<file path="src/sv/hft_pkg.sv">
// Shared types, constants and byte codes for the HTML to text filter.
// No dependencies; every other file of the block imports this package.
`default_nettype none

package hft_pkg;

    localparam int TAG_BUF_LEN_DEF    = 6;
    localparam int ENTITY_BUF_LEN_DEF = 4;
    localparam int QUEUE_DEPTH_DEF    = 4;

    localparam int CNT_W = 20;
    localparam logic [CNT_W-1:0] COUNT_MAX = 20'hFFFFF;

    // Configuration port: one register, selected by address bit 2.
    localparam int ADDR_W = 3;
    localparam logic REG_IDX_MAX_TEXT_LEN = 1'b0;
    localparam logic [15:0] MAX_TEXT_LEN_RESET = 16'hFFFF;

    localparam logic [7:0] CH_TAB   = 8'h09;
    localparam logic [7:0] CH_NL    = 8'h0A;
    localparam logic [7:0] CH_CR    = 8'h0D;
    localparam logic [7:0] CH_SPACE = 8'h20;
    localparam logic [7:0] CH_QUOT  = 8'h22;
    localparam logic [7:0] CH_HASH  = 8'h23;
    localparam logic [7:0] CH_AMP   = 8'h26;
    localparam logic [7:0] CH_APOS  = 8'h27;
    localparam logic [7:0] CH_SEMI  = 8'h3B;
    localparam logic [7:0] CH_LT    = 8'h3C;
    localparam logic [7:0] CH_GT    = 8'h3E;
    localparam logic [7:0] CH_UP_A  = 8'h41;
    localparam logic [7:0] CH_UP_Z  = 8'h5A;
    localparam logic [7:0] CASE_GAP = 8'h20;

    localparam logic [15:0] TAG_BR       = "br";
    localparam logic [23:0] TAG_DIV      = "div";
    localparam logic [31:0] TAG_SPAN     = "span";
    localparam logic [39:0] TAG_STYLE    = "style";
    localparam logic [47:0] TAG_STYLE_NE = "/style";

    localparam logic [15:0] ENT_LT   = "lt";
    localparam logic [15:0] ENT_GT   = "gt";
    localparam logic [23:0] ENT_AMP  = "amp";
    localparam logic [31:0] ENT_QUOT = "quot";
    localparam logic [31:0] ENT_APOS = "apos";

    typedef enum logic [3:0] {
        MODE_TEXT   = 4'b0001,
        MODE_TAG    = 4'b0010,
        MODE_ENTITY = 4'b0100,
        MODE_EAT    = 4'b1000
    } t_mode;

    typedef enum logic [2:0] {
        TK_NONE,
        TK_BREAK,
        TK_SPAN,
        TK_STYLE_ON,
        TK_STYLE_OFF
    } t_tag_kind;

    // One classified source byte as it travels through the queue.
    typedef struct packed {
        logic [7:0] raw;
        logic [7:0] lc;
        logic       last;
        logic       blank;
        logic       space;
        logic       nl;
        logic       cr;
        logic       lt;
        logic       gt;
        logic       amp;
        logic       semi;
        logic       hash;
    } t_cls;

    typedef struct packed {
        t_mode            mode;
        logic             in_tag;
        logic             style;
        logic             after_nl;
        logic             after_blank;
        logic             any;
        logic             stop;
        logic             ent_first;
        logic [CNT_W-1:0] ent_cons;
        logic [CNT_W-1:0] text_cnt;
    } t_ctl;

    localparam t_ctl CTL_RESET = '{
        mode:        MODE_TEXT,
        in_tag:      1'b0,
        style:       1'b0,
        after_nl:    1'b0,
        after_blank: 1'b0,
        any:         1'b0,
        stop:        1'b0,
        ent_first:   1'b0,
        ent_cons:    '0,
        text_cnt:    '0
    };

    // Working copy of the state while one byte is carried out.
    typedef struct packed {
        t_ctl       st;
        logic       emit;
        logic [7:0] ch;
        logic       start_tag;
        logic       start_ent;
    } t_work;

endpackage

`default_nettype wire

</file>
<file path="src/sv/hft_front.sv">
// Front end of the HTML to text filter: takes source bytes and classifies them.
// Depends on hft_pkg; feeds hft_queue.
`default_nettype none

module hft_front (
    input  wire logic         i_in_valid,
    output logic              o_in_ready,
    input  wire logic [7:0]   i_in_byte,
    input  wire logic         i_in_last,
    input  wire logic         i_q_full,
    output logic              o_push,
    output hft_pkg::t_cls     o_entry
);
    import hft_pkg::*;

    function automatic t_cls classify(input logic [7:0] b, input logic last);
        t_cls c;
        c.raw   = b;
        c.lc    = (b >= CH_UP_A && b <= CH_UP_Z) ? b + CASE_GAP : b;
        c.last  = last;
        c.blank = (b == CH_SPACE) || (b == CH_TAB);
        c.space = (b == CH_SPACE);
        c.nl    = (b == CH_NL);
        c.cr    = (b == CH_CR);
        c.lt    = (b == CH_LT);
        c.gt    = (b == CH_GT);
        c.amp   = (b == CH_AMP);
        c.semi  = (b == CH_SEMI);
        c.hash  = (b == CH_HASH);
        return c;
    endfunction

    assign o_in_ready = !i_q_full;
    assign o_push     = i_in_valid && !i_q_full;
    assign o_entry    = classify(i_in_byte, i_in_last);

endmodule

`default_nettype wire

</file>
<file path="src/sv/hft_queue.sv">
// Short queue of classified bytes between the front and back ends.
// Depends on hft_pkg for the entry type.
`default_nettype none

module hft_queue #(
    parameter int DEPTH = hft_pkg::QUEUE_DEPTH_DEF
) (
    input  wire logic          i_clk,
    input  wire logic          i_rst_n,
    input  wire logic          i_push,
    input  wire hft_pkg::t_cls i_entry,
    output logic               o_full,
    input  wire logic          i_pop,
    output logic               o_valid,
    output hft_pkg::t_cls      o_entry
);
    import hft_pkg::*;

    localparam int PTR_W = (DEPTH > 1) ? $clog2(DEPTH) : 1;
    localparam int QCNT_W = $clog2(DEPTH + 1);

    t_cls              r_mem [DEPTH];
    logic [PTR_W-1:0]  r_wr, n_wr;
    logic [PTR_W-1:0]  r_rd, n_rd;
    logic [QCNT_W-1:0] r_cnt, n_cnt;

    function automatic logic [PTR_W-1:0] step_ptr(input logic [PTR_W-1:0] p);
        return (p == PTR_W'(DEPTH - 1)) ? '0 : p + PTR_W'(1);
    endfunction

    assign o_full  = (r_cnt == QCNT_W'(DEPTH));
    assign o_valid = (r_cnt != '0);
    assign o_entry = r_mem[r_rd];

    always_comb begin
        n_wr  = i_push ? step_ptr(r_wr) : r_wr;
        n_rd  = i_pop ? step_ptr(r_rd) : r_rd;
        n_cnt = r_cnt;
        if (i_push && !i_pop) begin
            n_cnt = r_cnt + QCNT_W'(1);
        end else if (!i_push && i_pop) begin
            n_cnt = r_cnt - QCNT_W'(1);
        end
    end

    always_ff @(posedge i_clk) begin
        if (i_push) begin
            r_mem[r_wr] <= i_entry;
        end
    end

    always_ff @(posedge i_clk) begin
        if (!i_rst_n) begin
            r_wr  <= '0;
            r_rd  <= '0;
            r_cnt <= '0;
        end else begin
            r_wr  <= n_wr;
            r_rd  <= n_rd;
            r_cnt <= n_cnt;
        end
    end

endmodule

`default_nettype wire

</file>
<file path="src/sv/hft_back.sv">
// Back end of the HTML to text filter: parse state, tag and entity buffers,
// and the registered result stage. Depends on hft_pkg; fed by hft_queue.
`default_nettype none

module hft_back #(
    parameter int TAG_BUF_LEN    = hft_pkg::TAG_BUF_LEN_DEF,
    parameter int ENTITY_BUF_LEN = hft_pkg::ENTITY_BUF_LEN_DEF
) (
    input  wire logic          i_clk,
    input  wire logic          i_rst_n,
    input  wire logic          i_q_valid,
    input  wire hft_pkg::t_cls i_q_entry,
    output logic               o_q_pop,
    input  wire logic [15:0]   i_max_text_len,
    output logic               o_out_valid,
    input  wire logic          i_out_ready,
    output logic [7:0]         o_text_byte,
    output logic               o_text_valid,
    output logic               o_doc_end,
    output logic               o_truncated
);
    import hft_pkg::*;

    localparam int TLEN_W = $clog2(TAG_BUF_LEN + 2);
    localparam int TIDX_W = $clog2(TAG_BUF_LEN);
    localparam int ELEN_W = $clog2(ENTITY_BUF_LEN + 2);
    localparam int EIDX_W = $clog2(ENTITY_BUF_LEN);

    logic [7:0]        r_tag [TAG_BUF_LEN];
    logic [7:0]        n_tag [TAG_BUF_LEN];
    logic [7:0]        r_ent [ENTITY_BUF_LEN];
    logic [7:0]        n_ent [ENTITY_BUF_LEN];
    logic [TLEN_W-1:0] r_tlen, n_tlen, n_tlen_fin;
    logic [ELEN_W-1:0] r_elen, n_elen, n_elen_fin;
    t_ctl              r_ctl, n_ctl;
    t_work             w;
    t_tag_kind         kind;
    logic              ent_hit;
    logic [7:0]        ent_char;
    logic              tag_app, ent_app, ent_store;
    logic              take, result;
    t_cls              c;

    logic              r_out_valid;
    logic [7:0]        r_text_byte;
    logic              r_text_valid, r_doc_end, r_truncated;

    function automatic logic [CNT_W-1:0] sat_inc(input logic [CNT_W-1:0] a);
        return (a == COUNT_MAX) ? a : a + CNT_W'(1);
    endfunction

    function automatic logic [CNT_W-1:0] sat_add(input logic [CNT_W-1:0] a,
                                                 input logic [CNT_W-1:0] b);
        logic [CNT_W:0] s;
        s = {1'b0, a} + {1'b0, b};
        return (s > {1'b0, COUNT_MAX}) ? COUNT_MAX : s[CNT_W-1:0];
    endfunction

    function automatic t_work finish_tag(input t_work wi, input t_tag_kind k);
        t_work wo;
        logic  e;
        wo = wi;
        e  = 1'b0;
        wo.st.mode = MODE_TEXT;
        case (k)
            TK_BREAK: begin
                if (!wo.st.after_nl) begin
                    wo.ch = CH_NL;
                    e = 1'b1;
                    wo.st.after_nl = 1'b1;
                end
            end
            TK_SPAN: begin
                if (!wo.st.after_blank) begin
                    wo.ch = CH_SPACE;
                    e = 1'b1;
                    wo.st.after_blank = 1'b1;
                end
            end
            TK_STYLE_ON:  wo.st.style = 1'b1;
            TK_STYLE_OFF: wo.st.style = 1'b0;
            default: ;
        endcase
        if (e) begin
            wo.st.text_cnt = sat_inc(wo.st.text_cnt);
            wo.st.any = 1'b1;
        end
        wo.emit = e;
        return wo;
    endfunction

    function automatic t_work finish_entity(input t_work wi, input logic hit,
                                            input logic [7:0] ech);
        t_work wo;
        wo = wi;
        wo.st.mode = MODE_TEXT;
        wo.st.text_cnt = sat_add(wo.st.text_cnt, wo.st.ent_cons);
        if (hit) begin
            wo.ch = ech;
            wo.st.any = 1'b1;
        end
        wo.emit = hit;
        return wo;
    endfunction

    // A byte handled as text; on an emitted character sets emit, never clears it.
    function automatic t_work plain_byte(input t_work wi, input t_cls b,
                                         input logic [15:0] lim);
        t_work wo;
        wo = wi;
        if (wo.st.stop) begin
            wo = wi;
        end else if (wo.st.text_cnt > {4'b0, lim}) begin
            wo.st.stop = 1'b1;
        end else if (b.lt) begin
            wo.st.in_tag = 1'b1;
            wo.st.mode = MODE_TAG;
            wo.start_tag = 1'b1;
        end else if (b.gt) begin
            wo.st.in_tag = 1'b0;
        end else if (b.amp) begin
            wo.st.mode = MODE_ENTITY;
            wo.start_ent = 1'b1;
            wo.st.ent_first = 1'b1;
            wo.st.ent_cons = CNT_W'(1);
        end else if (wo.st.in_tag || (!wo.st.any && b.space) || wo.st.style ||
                     (wo.st.after_nl && (b.cr || b.nl)) ||
                     (wo.st.after_blank && b.space)) begin
            wo = wi;
        end else begin
            wo.st.after_nl = b.nl;
            wo.st.after_blank = b.blank;
            wo.st.text_cnt = sat_inc(wo.st.text_cnt);
            wo.st.any = 1'b1;
            wo.ch = b.raw;
            wo.emit = 1'b1;
            if (b.nl) begin
                wo.st.mode = MODE_EAT;
            end
        end
        return wo;
    endfunction

    assign c       = i_q_entry;
    assign take    = i_q_valid && (!r_out_valid || i_out_ready);
    assign o_q_pop = take;

    // Buffer updates come first: a final byte flushes the name it completes.
    always_comb begin
        n_tag  = r_tag;
        n_tlen = r_tlen;
        n_ent  = r_ent;
        n_elen = r_elen;
        tag_app   = !r_ctl.stop && (r_ctl.mode == MODE_TAG) && !(c.blank || c.gt);
        ent_app   = !r_ctl.stop && (r_ctl.mode == MODE_ENTITY) && !c.semi;
        ent_store = ent_app && !(r_ctl.ent_first && c.hash);
        if (tag_app) begin
            if (r_tlen < TLEN_W'(TAG_BUF_LEN)) begin
                n_tag[r_tlen[TIDX_W-1:0]] = c.lc;
            end
            if (r_tlen < TLEN_W'(TAG_BUF_LEN + 1)) begin
                n_tlen = r_tlen + TLEN_W'(1);
            end
        end
        if (ent_store) begin
            if (r_elen < ELEN_W'(ENTITY_BUF_LEN)) begin
                n_ent[r_elen[EIDX_W-1:0]] = c.lc;
            end
            if (r_elen < ELEN_W'(ENTITY_BUF_LEN + 1)) begin
                n_elen = r_elen + ELEN_W'(1);
            end
        end
    end

    always_comb begin
        kind = TK_NONE;
        if ((n_tlen == TLEN_W'(2) && {n_tag[0], n_tag[1]} == TAG_BR) ||
            (n_tlen == TLEN_W'(3) && {n_tag[0], n_tag[1], n_tag[2]} == TAG_DIV)) begin
            kind = TK_BREAK;
        end else if (n_tlen == TLEN_W'(4) &&
                     {n_tag[0], n_tag[1], n_tag[2], n_tag[3]} == TAG_SPAN) begin
            kind = TK_SPAN;
        end else if (n_tlen == TLEN_W'(5) &&
                     {n_tag[0], n_tag[1], n_tag[2], n_tag[3], n_tag[4]} == TAG_STYLE) begin
            kind = TK_STYLE_ON;
        end else if (n_tlen == TLEN_W'(6) &&
                     {n_tag[0], n_tag[1], n_tag[2], n_tag[3], n_tag[4], n_tag[5]}
                     == TAG_STYLE_NE) begin
            kind = TK_STYLE_OFF;
        end
    end

    always_comb begin
        ent_hit  = 1'b1;
        ent_char = '0;
        if (n_elen == ELEN_W'(2) && {n_ent[0], n_ent[1]} == ENT_LT) begin
            ent_char = CH_LT;
        end else if (n_elen == ELEN_W'(2) && {n_ent[0], n_ent[1]} == ENT_GT) begin
            ent_char = CH_GT;
        end else if (n_elen == ELEN_W'(3) && {n_ent[0], n_ent[1], n_ent[2]} == ENT_AMP) begin
            ent_char = CH_AMP;
        end else if (n_elen == ELEN_W'(4) &&
                     {n_ent[0], n_ent[1], n_ent[2], n_ent[3]} == ENT_QUOT) begin
            ent_char = CH_QUOT;
        end else if (n_elen == ELEN_W'(4) &&
                     {n_ent[0], n_ent[1], n_ent[2], n_ent[3]} == ENT_APOS) begin
            ent_char = CH_APOS;
        end else begin
            ent_hit = 1'b0;
        end
    end

    always_comb begin
        w = '{st: r_ctl, emit: 1'b0, ch: '0, start_tag: 1'b0, start_ent: 1'b0};
        if (!r_ctl.stop) begin
            unique case (r_ctl.mode)
                MODE_TAG: begin
                    if (c.blank || c.gt) begin
                        w = finish_tag(w, kind);
                        w = plain_byte(w, c, i_max_text_len);
                    end
                end
                MODE_ENTITY: begin
                    if (c.semi) begin
                        w = finish_entity(w, ent_hit, ent_char);
                    end else begin
                        w.st.ent_first = 1'b0;
                        w.st.ent_cons = sat_inc(w.st.ent_cons);
                    end
                end
                MODE_EAT: begin
                    if (!c.blank) begin
                        w.st.mode = MODE_TEXT;
                        w = plain_byte(w, c, i_max_text_len);
                    end
                end
                MODE_TEXT: begin
                    w = plain_byte(w, c, i_max_text_len);
                end
                default: ;
            endcase
            // A tag or entity opened by this very byte is still empty.
            if (c.last && !w.emit) begin
                if (w.st.mode == MODE_TAG) begin
                    w = finish_tag(w, w.start_tag ? TK_NONE : kind);
                end else if (w.st.mode == MODE_ENTITY) begin
                    w = finish_entity(w, ent_hit && !w.start_ent, ent_char);
                end
            end
        end
        result = w.emit || c.last;
        n_ctl      = c.last ? CTL_RESET : w.st;
        n_tlen_fin = (c.last || w.start_tag) ? '0 : n_tlen;
        n_elen_fin = (c.last || w.start_ent) ? '0 : n_elen;
    end

    always_ff @(posedge i_clk) begin
        if (take) begin
            r_tag <= n_tag;
            r_ent <= n_ent;
        end
        if (take && result) begin
            r_text_byte  <= w.emit ? w.ch : 8'h00;
            r_text_valid <= w.emit;
            r_doc_end    <= c.last;
            r_truncated  <= w.st.stop;
        end
    end

    always_ff @(posedge i_clk) begin
        if (!i_rst_n) begin
            r_ctl       <= CTL_RESET;
            r_tlen      <= '0;
            r_elen      <= '0;
            r_out_valid <= 1'b0;
        end else begin
            if (take) begin
                r_ctl  <= n_ctl;
                r_tlen <= n_tlen_fin;
                r_elen <= n_elen_fin;
            end
            if (take && result) begin
                r_out_valid <= 1'b1;
            end else if (i_out_ready) begin
                r_out_valid <= 1'b0;
            end
        end
    end

    assign o_out_valid  = r_out_valid;
    assign o_text_byte  = r_text_byte;
    assign o_text_valid = r_text_valid;
    assign o_doc_end    = r_doc_end;
    assign o_truncated  = r_truncated;

endmodule

`default_nettype wire

</file>
<file path="src/sv/html_to_text_filter.sv">
// HTML to text filter, top level: one byte per cycle unless stalled; output is registered.
// A byte accepted is stored in the queue, then parsed and registered in the result stage.
// Throughput: one byte per cycle unless the output stalls, set by the back-end parse step.
// The queue between front and back, four entries by default, absorbs output stalls.
// Reset is synchronous, active low: parse state, queue and output clear, limit becomes 65535.
// Depends on hft_pkg, hft_front, hft_queue and hft_back.
`default_nettype none

module html_to_text_filter #(
    parameter int TAG_BUF_LEN    = hft_pkg::TAG_BUF_LEN_DEF,
    parameter int ENTITY_BUF_LEN = hft_pkg::ENTITY_BUF_LEN_DEF,
    parameter int QUEUE_DEPTH    = hft_pkg::QUEUE_DEPTH_DEF
) (
    input  wire logic                       i_clk,
    input  wire logic                       i_rst_n,
    input  wire logic                       i_in_valid,
    output logic                            o_in_ready,
    input  wire logic [7:0]                 i_in_byte,
    input  wire logic                       i_in_last,
    output logic                            o_out_valid,
    input  wire logic                       i_out_ready,
    output logic [7:0]                      o_text_byte,
    output logic                            o_text_valid,
    output logic                            o_doc_end,
    output logic                            o_truncated,
    input  wire logic                       psel,
    input  wire logic                       penable,
    input  wire logic                       pwrite,
    input  wire logic [hft_pkg::ADDR_W-1:0] paddr,
    input  wire logic [31:0]                pwdata,
    output logic [31:0]                     prdata,
    output logic                            pready
);
    import hft_pkg::*;

    logic [15:0] r_max_text_len;
    logic        push, q_full, q_valid, q_pop;
    t_cls        f_entry, q_entry;

    assign pready = 1'b1;
    assign prdata = (paddr[2] == REG_IDX_MAX_TEXT_LEN) ? {16'h0000, r_max_text_len} : '0;

    always_ff @(posedge i_clk) begin
        if (!i_rst_n) begin
            r_max_text_len <= MAX_TEXT_LEN_RESET;
        end else if (psel && penable && pwrite && pready &&
                     paddr[2] == REG_IDX_MAX_TEXT_LEN) begin
            r_max_text_len <= pwdata[15:0];
        end
    end

    hft_front u_front (
        .i_in_valid (i_in_valid),
        .o_in_ready (o_in_ready),
        .i_in_byte  (i_in_byte),
        .i_in_last  (i_in_last),
        .i_q_full   (q_full),
        .o_push     (push),
        .o_entry    (f_entry)
    );

    hft_queue #(
        .DEPTH (QUEUE_DEPTH)
    ) u_queue (
        .i_clk   (i_clk),
        .i_rst_n (i_rst_n),
        .i_push  (push),
        .i_entry (f_entry),
        .o_full  (q_full),
        .i_pop   (q_pop),
        .o_valid (q_valid),
        .o_entry (q_entry)
    );

    hft_back #(
        .TAG_BUF_LEN    (TAG_BUF_LEN),
        .ENTITY_BUF_LEN (ENTITY_BUF_LEN)
    ) u_back (
        .i_clk          (i_clk),
        .i_rst_n        (i_rst_n),
        .i_q_valid      (q_valid),
        .i_q_entry      (q_entry),
        .o_q_pop        (q_pop),
        .i_max_text_len (r_max_text_len),
        .o_out_valid    (o_out_valid),
        .i_out_ready    (i_out_ready),
        .o_text_byte    (o_text_byte),
        .o_text_valid   (o_text_valid),
        .o_doc_end      (o_doc_end),
        .o_truncated    (o_truncated)
    );

endmodule

`default_nettype wire
</file>
<file path="config.mk">
export PLATFORM = sky130hd
export DESIGN_NAME = html_to_text_filter
export DESIGN_NICKNAME = d
export VERILOG_FILES = /design/src/sv/hft_pkg.sv /design/src/sv/hft_front.sv /design/src/sv/hft_queue.sv /design/src/sv/hft_back.sv /design/src/sv/html_to_text_filter.sv
export SDC_FILE = /design/constraint.sdc
export NUM_CORES = 1
export LEC_CHECK = 0
export ABC_CLOCK_PERIOD_IN_PS = 6800
export BUFFER_PORTS_ARGS = -buffer_cell sky130_fd_sc_hd__clkbuf_2
export CAP_MARGIN = 20
export CORE_MARGIN = 2
export CORE_UTILIZATION = 57
export DETAILED_ROUTE_END_ITERATION = 10
export GPL_TIMING_DRIVEN = 0
export PLACE_DENSITY_LB_ADDON = 0.12
export SLEW_MARGIN = 0
export SYNTH_ARGS = -nofsm -noshare
export SYNTH_HDL_FRONTEND = slang
export SYNTH_HIERARCHICAL = 1
export SYNTH_SLANG_ARGS = --single-unit
</file>
<file path="constraint.sdc">
create_clock -name i_clk -period 6.8 [get_ports i_clk]
set_clock_uncertainty 0.05 [all_clocks]
set_input_delay 0.68 -clock i_clk [delete_from_list [all_inputs] [get_ports i_clk]]
set_output_delay 0.68 -clock i_clk [all_outputs]
set_load 0.1 [all_outputs]
</file>
==> impl_metrics.json <==
{
  "final_area_um2": 22100,
  "track_usage_pct": 31.1,
  "route.detailed.drc": 0,
  "crit_end": "u_back/o_doc_end",
  "whs_ns": 0.270,
  "drt-pass1-iter-count": 6,
  "yosys_warnings": 6,
  "r2r-end": "u_back/o_doc_end",
  "die_width_um": 183,
  "synth_edf_count": 195,
  "wl_um": 53900,
  "dp_hpwl_um": 38600,
  "leakagePower_nw": 8.04,
  "cts_buffer_depth": 3,
  "critPathMaxStageDelay_ns": 0.60,
  "power_per_cell_area_nw_per_um2": 356,
  "root_buffer": "clkbuf_16",
  "cp-start-kind": "register",
  "drive_gt1_share_pct": 24.4,
  "grt_first_pass_wirelength_um": 81900,
  "synthArstFlopShare_pct": 0,
  "wl_per_cell_um": 22.0,
  "cp_common_cell": "buf_4",
  "rows": 65,
  "boundaryPins": 97,
  "worstPathRequired_ns": 7.04,
  "criticalPathCategory": "register to register",
  "ys_ff_latch": 278,
  "worst_slew_pin_slew_ns": 1.00,
  "setup_viol": 37,
  "cts_tree": "yes",
  "synth.avg_cell_area_um2": 9.92,
  "critPathBufInv": 9,
  "final_antenna_net_count": 0,
  "fmax_ghz": 0.140,
  "run_status": "complete, but fails checks",
  "fin_crit_sh_pct": 105,
  "cp_top_family": "compound AO/OA/AOI/OAI gates",
  "dp_worst_setup_slack_ns": -1.69,
  "grt_max_degree": 58,
  "antennaDiodeCount": 0,
  "synth_cell_type_count": 101,
  "reg2regPathDepth": 28,
  "port_buffers": 60,
  "dpl_cell_area_um2": 19400,
  "via_per_inst": 6.45,
  "die_area_um2": 33600,
  "path_clk_slew_ns": 0.06,
  "critPathArrivalTime_ns": 7.38,
  "synth_area_um2": 18300,
  "vias": 15824,
  "rsz0062_at_grt": "true",
  "final.min_clock_period_ns": 7.15,
  "cts.sinks": 278,
  "ys_seq_area_share_pct": 41.0,
  "coreArea_um2": 31600,
  "maxSlewHeadroom_pct": 32.6,
  "fin_util_pct": 69.8,
  "drtIter0Drc": 1741,
  "critPathMaxFanout": 6,
  "irDropWorstVdd_mv": 0.382,
  "cp-end-kind": "register",
  "area_growth_pct": 20.5,
  "nets": 2149,
  "hold_buffers": 0,
  "htreeDepth": 1,
  "gp_congestion": 0.967,
  "cap_viol_max_count": 0,
  "reg2reg_slack_ns": -0.35,
  "tns_ns": -6.98,
  "numCtsBuffers": 31,
  "cp.depth": 28,
  "antenna_found_initial": 0,
  "die_h_um": 183,
  "violations": "setup timing",
  "start_util_pct": 57.9,
  "final_max_slew_viol_count": 0,
  "hp-class": "input pin to register",
  "hold_viol_final": 0,
  "fin_ws_ns": -0.345,
  "syn-instance-count": 1846,
  "crit_path_top_delay_cell": "or4_4",
  "worstSkewPairLatency_ns": 0.57,
  "overflow": 0,
  "synth_ff_type": "edfxtp_1",
  "grt_pass1_vias": 14787
}
==> power breakdown <==
group	switching (mW)	internal, mW	leakage, nW
Clock	0.687	0.912	0.462
Combinational	2.54	1.35	5.23
Sequential	0.155	2.23	2.35
==> cells in the final DEF (no fill, tap or decap), drive strengths merged, types with 18 or more instances in the layout <==
cell type  count
xnor2         38
and2          27
buf          130
a22oi         21
o31ai         18
edfxtp       195
or3           20
ha            67
a21oi         87
and3          21
a21o          21
mux4          26
nand3         45
nor2         117
nand4         35
a31oi         22
nand2        149
mux2i         41
mux2          68
inv           65
o21ai         98
clkbuf       180
dfxtp         83
nor3          51
nor2b         80
==> cells in the mapped netlist, drive strengths merged (14+ instances only) <==
| master | n | area, um2 |
|---|---|---|
| nand3 | 45 | 230 |
| a21o | 21 | 158 |
| nand2b | 17 | 106 |
| nand2 | 149 | 559 |
| o31ai | 18 | 145 |
| nor2 | 117 | 439 |
| buf | 52 | 403 |
| xor2 | 15 | 139 |
| mux2i | 41 | 410 |
| xnor2 | 38 | 333 |
| nor3 | 51 | 270 |
| mux4 | 26 | 608 |
| or4 | 17 | 139 |
| nor3b | 17 | 128 |
| and2 | 27 | 169 |
| nor2b | 80 | 500 |
| clkbuf | 87 | 328 |
| inv | 63 | 236 |
| mux2 | 68 | 766 |
| and3 | 21 | 131 |
| ha | 67 | 838 |
| edfxtp | 195 | 5860 |
| a21oi | 87 | 435 |
| nand4 | 35 | 240 |
| or3 | 20 | 125 |
| a22oi | 21 | 158 |
| dfxtp | 83 | 1660 |
| a31oi | 22 | 138 |
| o21ai | 98 | 490 |
| nor4 | 14 | 124 |
==> through the flow <==
step | power (mW) | std cells
CTS | 7.62 | 2432
finish | 7.87 | 2454
global route | 8.17 | 2454
floorplan | 4.63 | 1861
detailed placement | 5.54 | 2330
global placement | 5.47 | 2323
==> sequential cells by signal, summed over array words and instances, names as in the netlist, named ones only <==
signal               flops
u_back/r_tlen            3
u_queue/r_mem          104
u_back/o_truncated       1
u_queue/r_cnt            3
u_back/o_text_byte       8
u_back/o_text_valid      1
u_back/r_elen            3
u_back/r_tag            48
u_queue/r_rd             2
r_max_text_len          16
u_queue/r_wr             2
u_back/o_doc_end         1
u_back/r_ctl            51
u_back/o_out_valid       1
u_back/r_ent            32
==> worst min path at each step <==
stage | end | from | cells past startpoint | slack (ns)
2_1_floorplan | u_back/r_ctl[40] | u_back/r_ctl[40] | 2 | 0.39
3_3_place_gp | u_back/r_ctl[40] | u_back/r_ctl[40] | 2 | 0.41
3_5_place_dp | u_back/r_ctl[40] | u_back/r_ctl[40] | 2 | 0.42
4_1_cts | u_queue/r_mem[2][9] | i_in_last | 1 | 0.26
5_1_grt | u_queue/r_mem[1][9] | i_in_last | 1 | 0.27
6_report | u_queue/r_mem[2][9] | i_in_last | 1 | 0.27
==> layer usage <==
layer | vias to the layer above | global-route usage [%] | share of wire, %
li1 | 7307 | - | -
met1 | 7571 | 43.4 | 42
met2 | 772 | 51.0 | 46
met3 | 174 | 3.81 | 7.8
met4 | 0 | 9.70 | 3.9
met5 | - | 0 | 0
==> worst reg2reg max path: cells and delay by family, from the launching register on <==
kind	cells	cell delay, ns
AOI/OAI and AO/OA	10	2.23
and+or+nand+nor	6	1.85
buffers and inverters	9	1.37
muxes	1	0.58
DFF	1	0.32
adders and majority gates	1	0.28
xor gates and xnor gates	1	0.17
==> kinds of logic (layout without fill, tap and decap cells) <==
family / after synthesis / in the layout / synth area share (%)
other: 2 / 17 / 0.0410
XOR/XNOR: 53 / 53 / 2.57
adder cells (fa/ha/maj): 69 / 69 / 4.79
AO/OA/AOI/OAI: 428 / 428 / 15.9
flip-flops: 278 / 278 / 41.0
buffers and inverters: 202 / 393 / 5.28
AND/OR/NAND/NOR: 679 / 679 / 20.6
multiplexers: 135 / 135 / 9.74
==> layout make-up <==
cell class	count	area, um2
clock inverter	19	164
fill	2416	9550
buffer	132	752
clock buffer	37	798
inverter	63	239
timing repair buffer	142	1150
sequential	278	7520
tap	402	503
multi-input combinational	1381	11000
==> repair_timing <==
action,in CTS,in global routing
endpoints found under the setup margin,75,69
cloned,1,1
gates resized for setup,110,123
pin swaps,44,85
setup buffers,47,27
hold endpoints to repair,0,0
(Power assumes the default switching activity.)
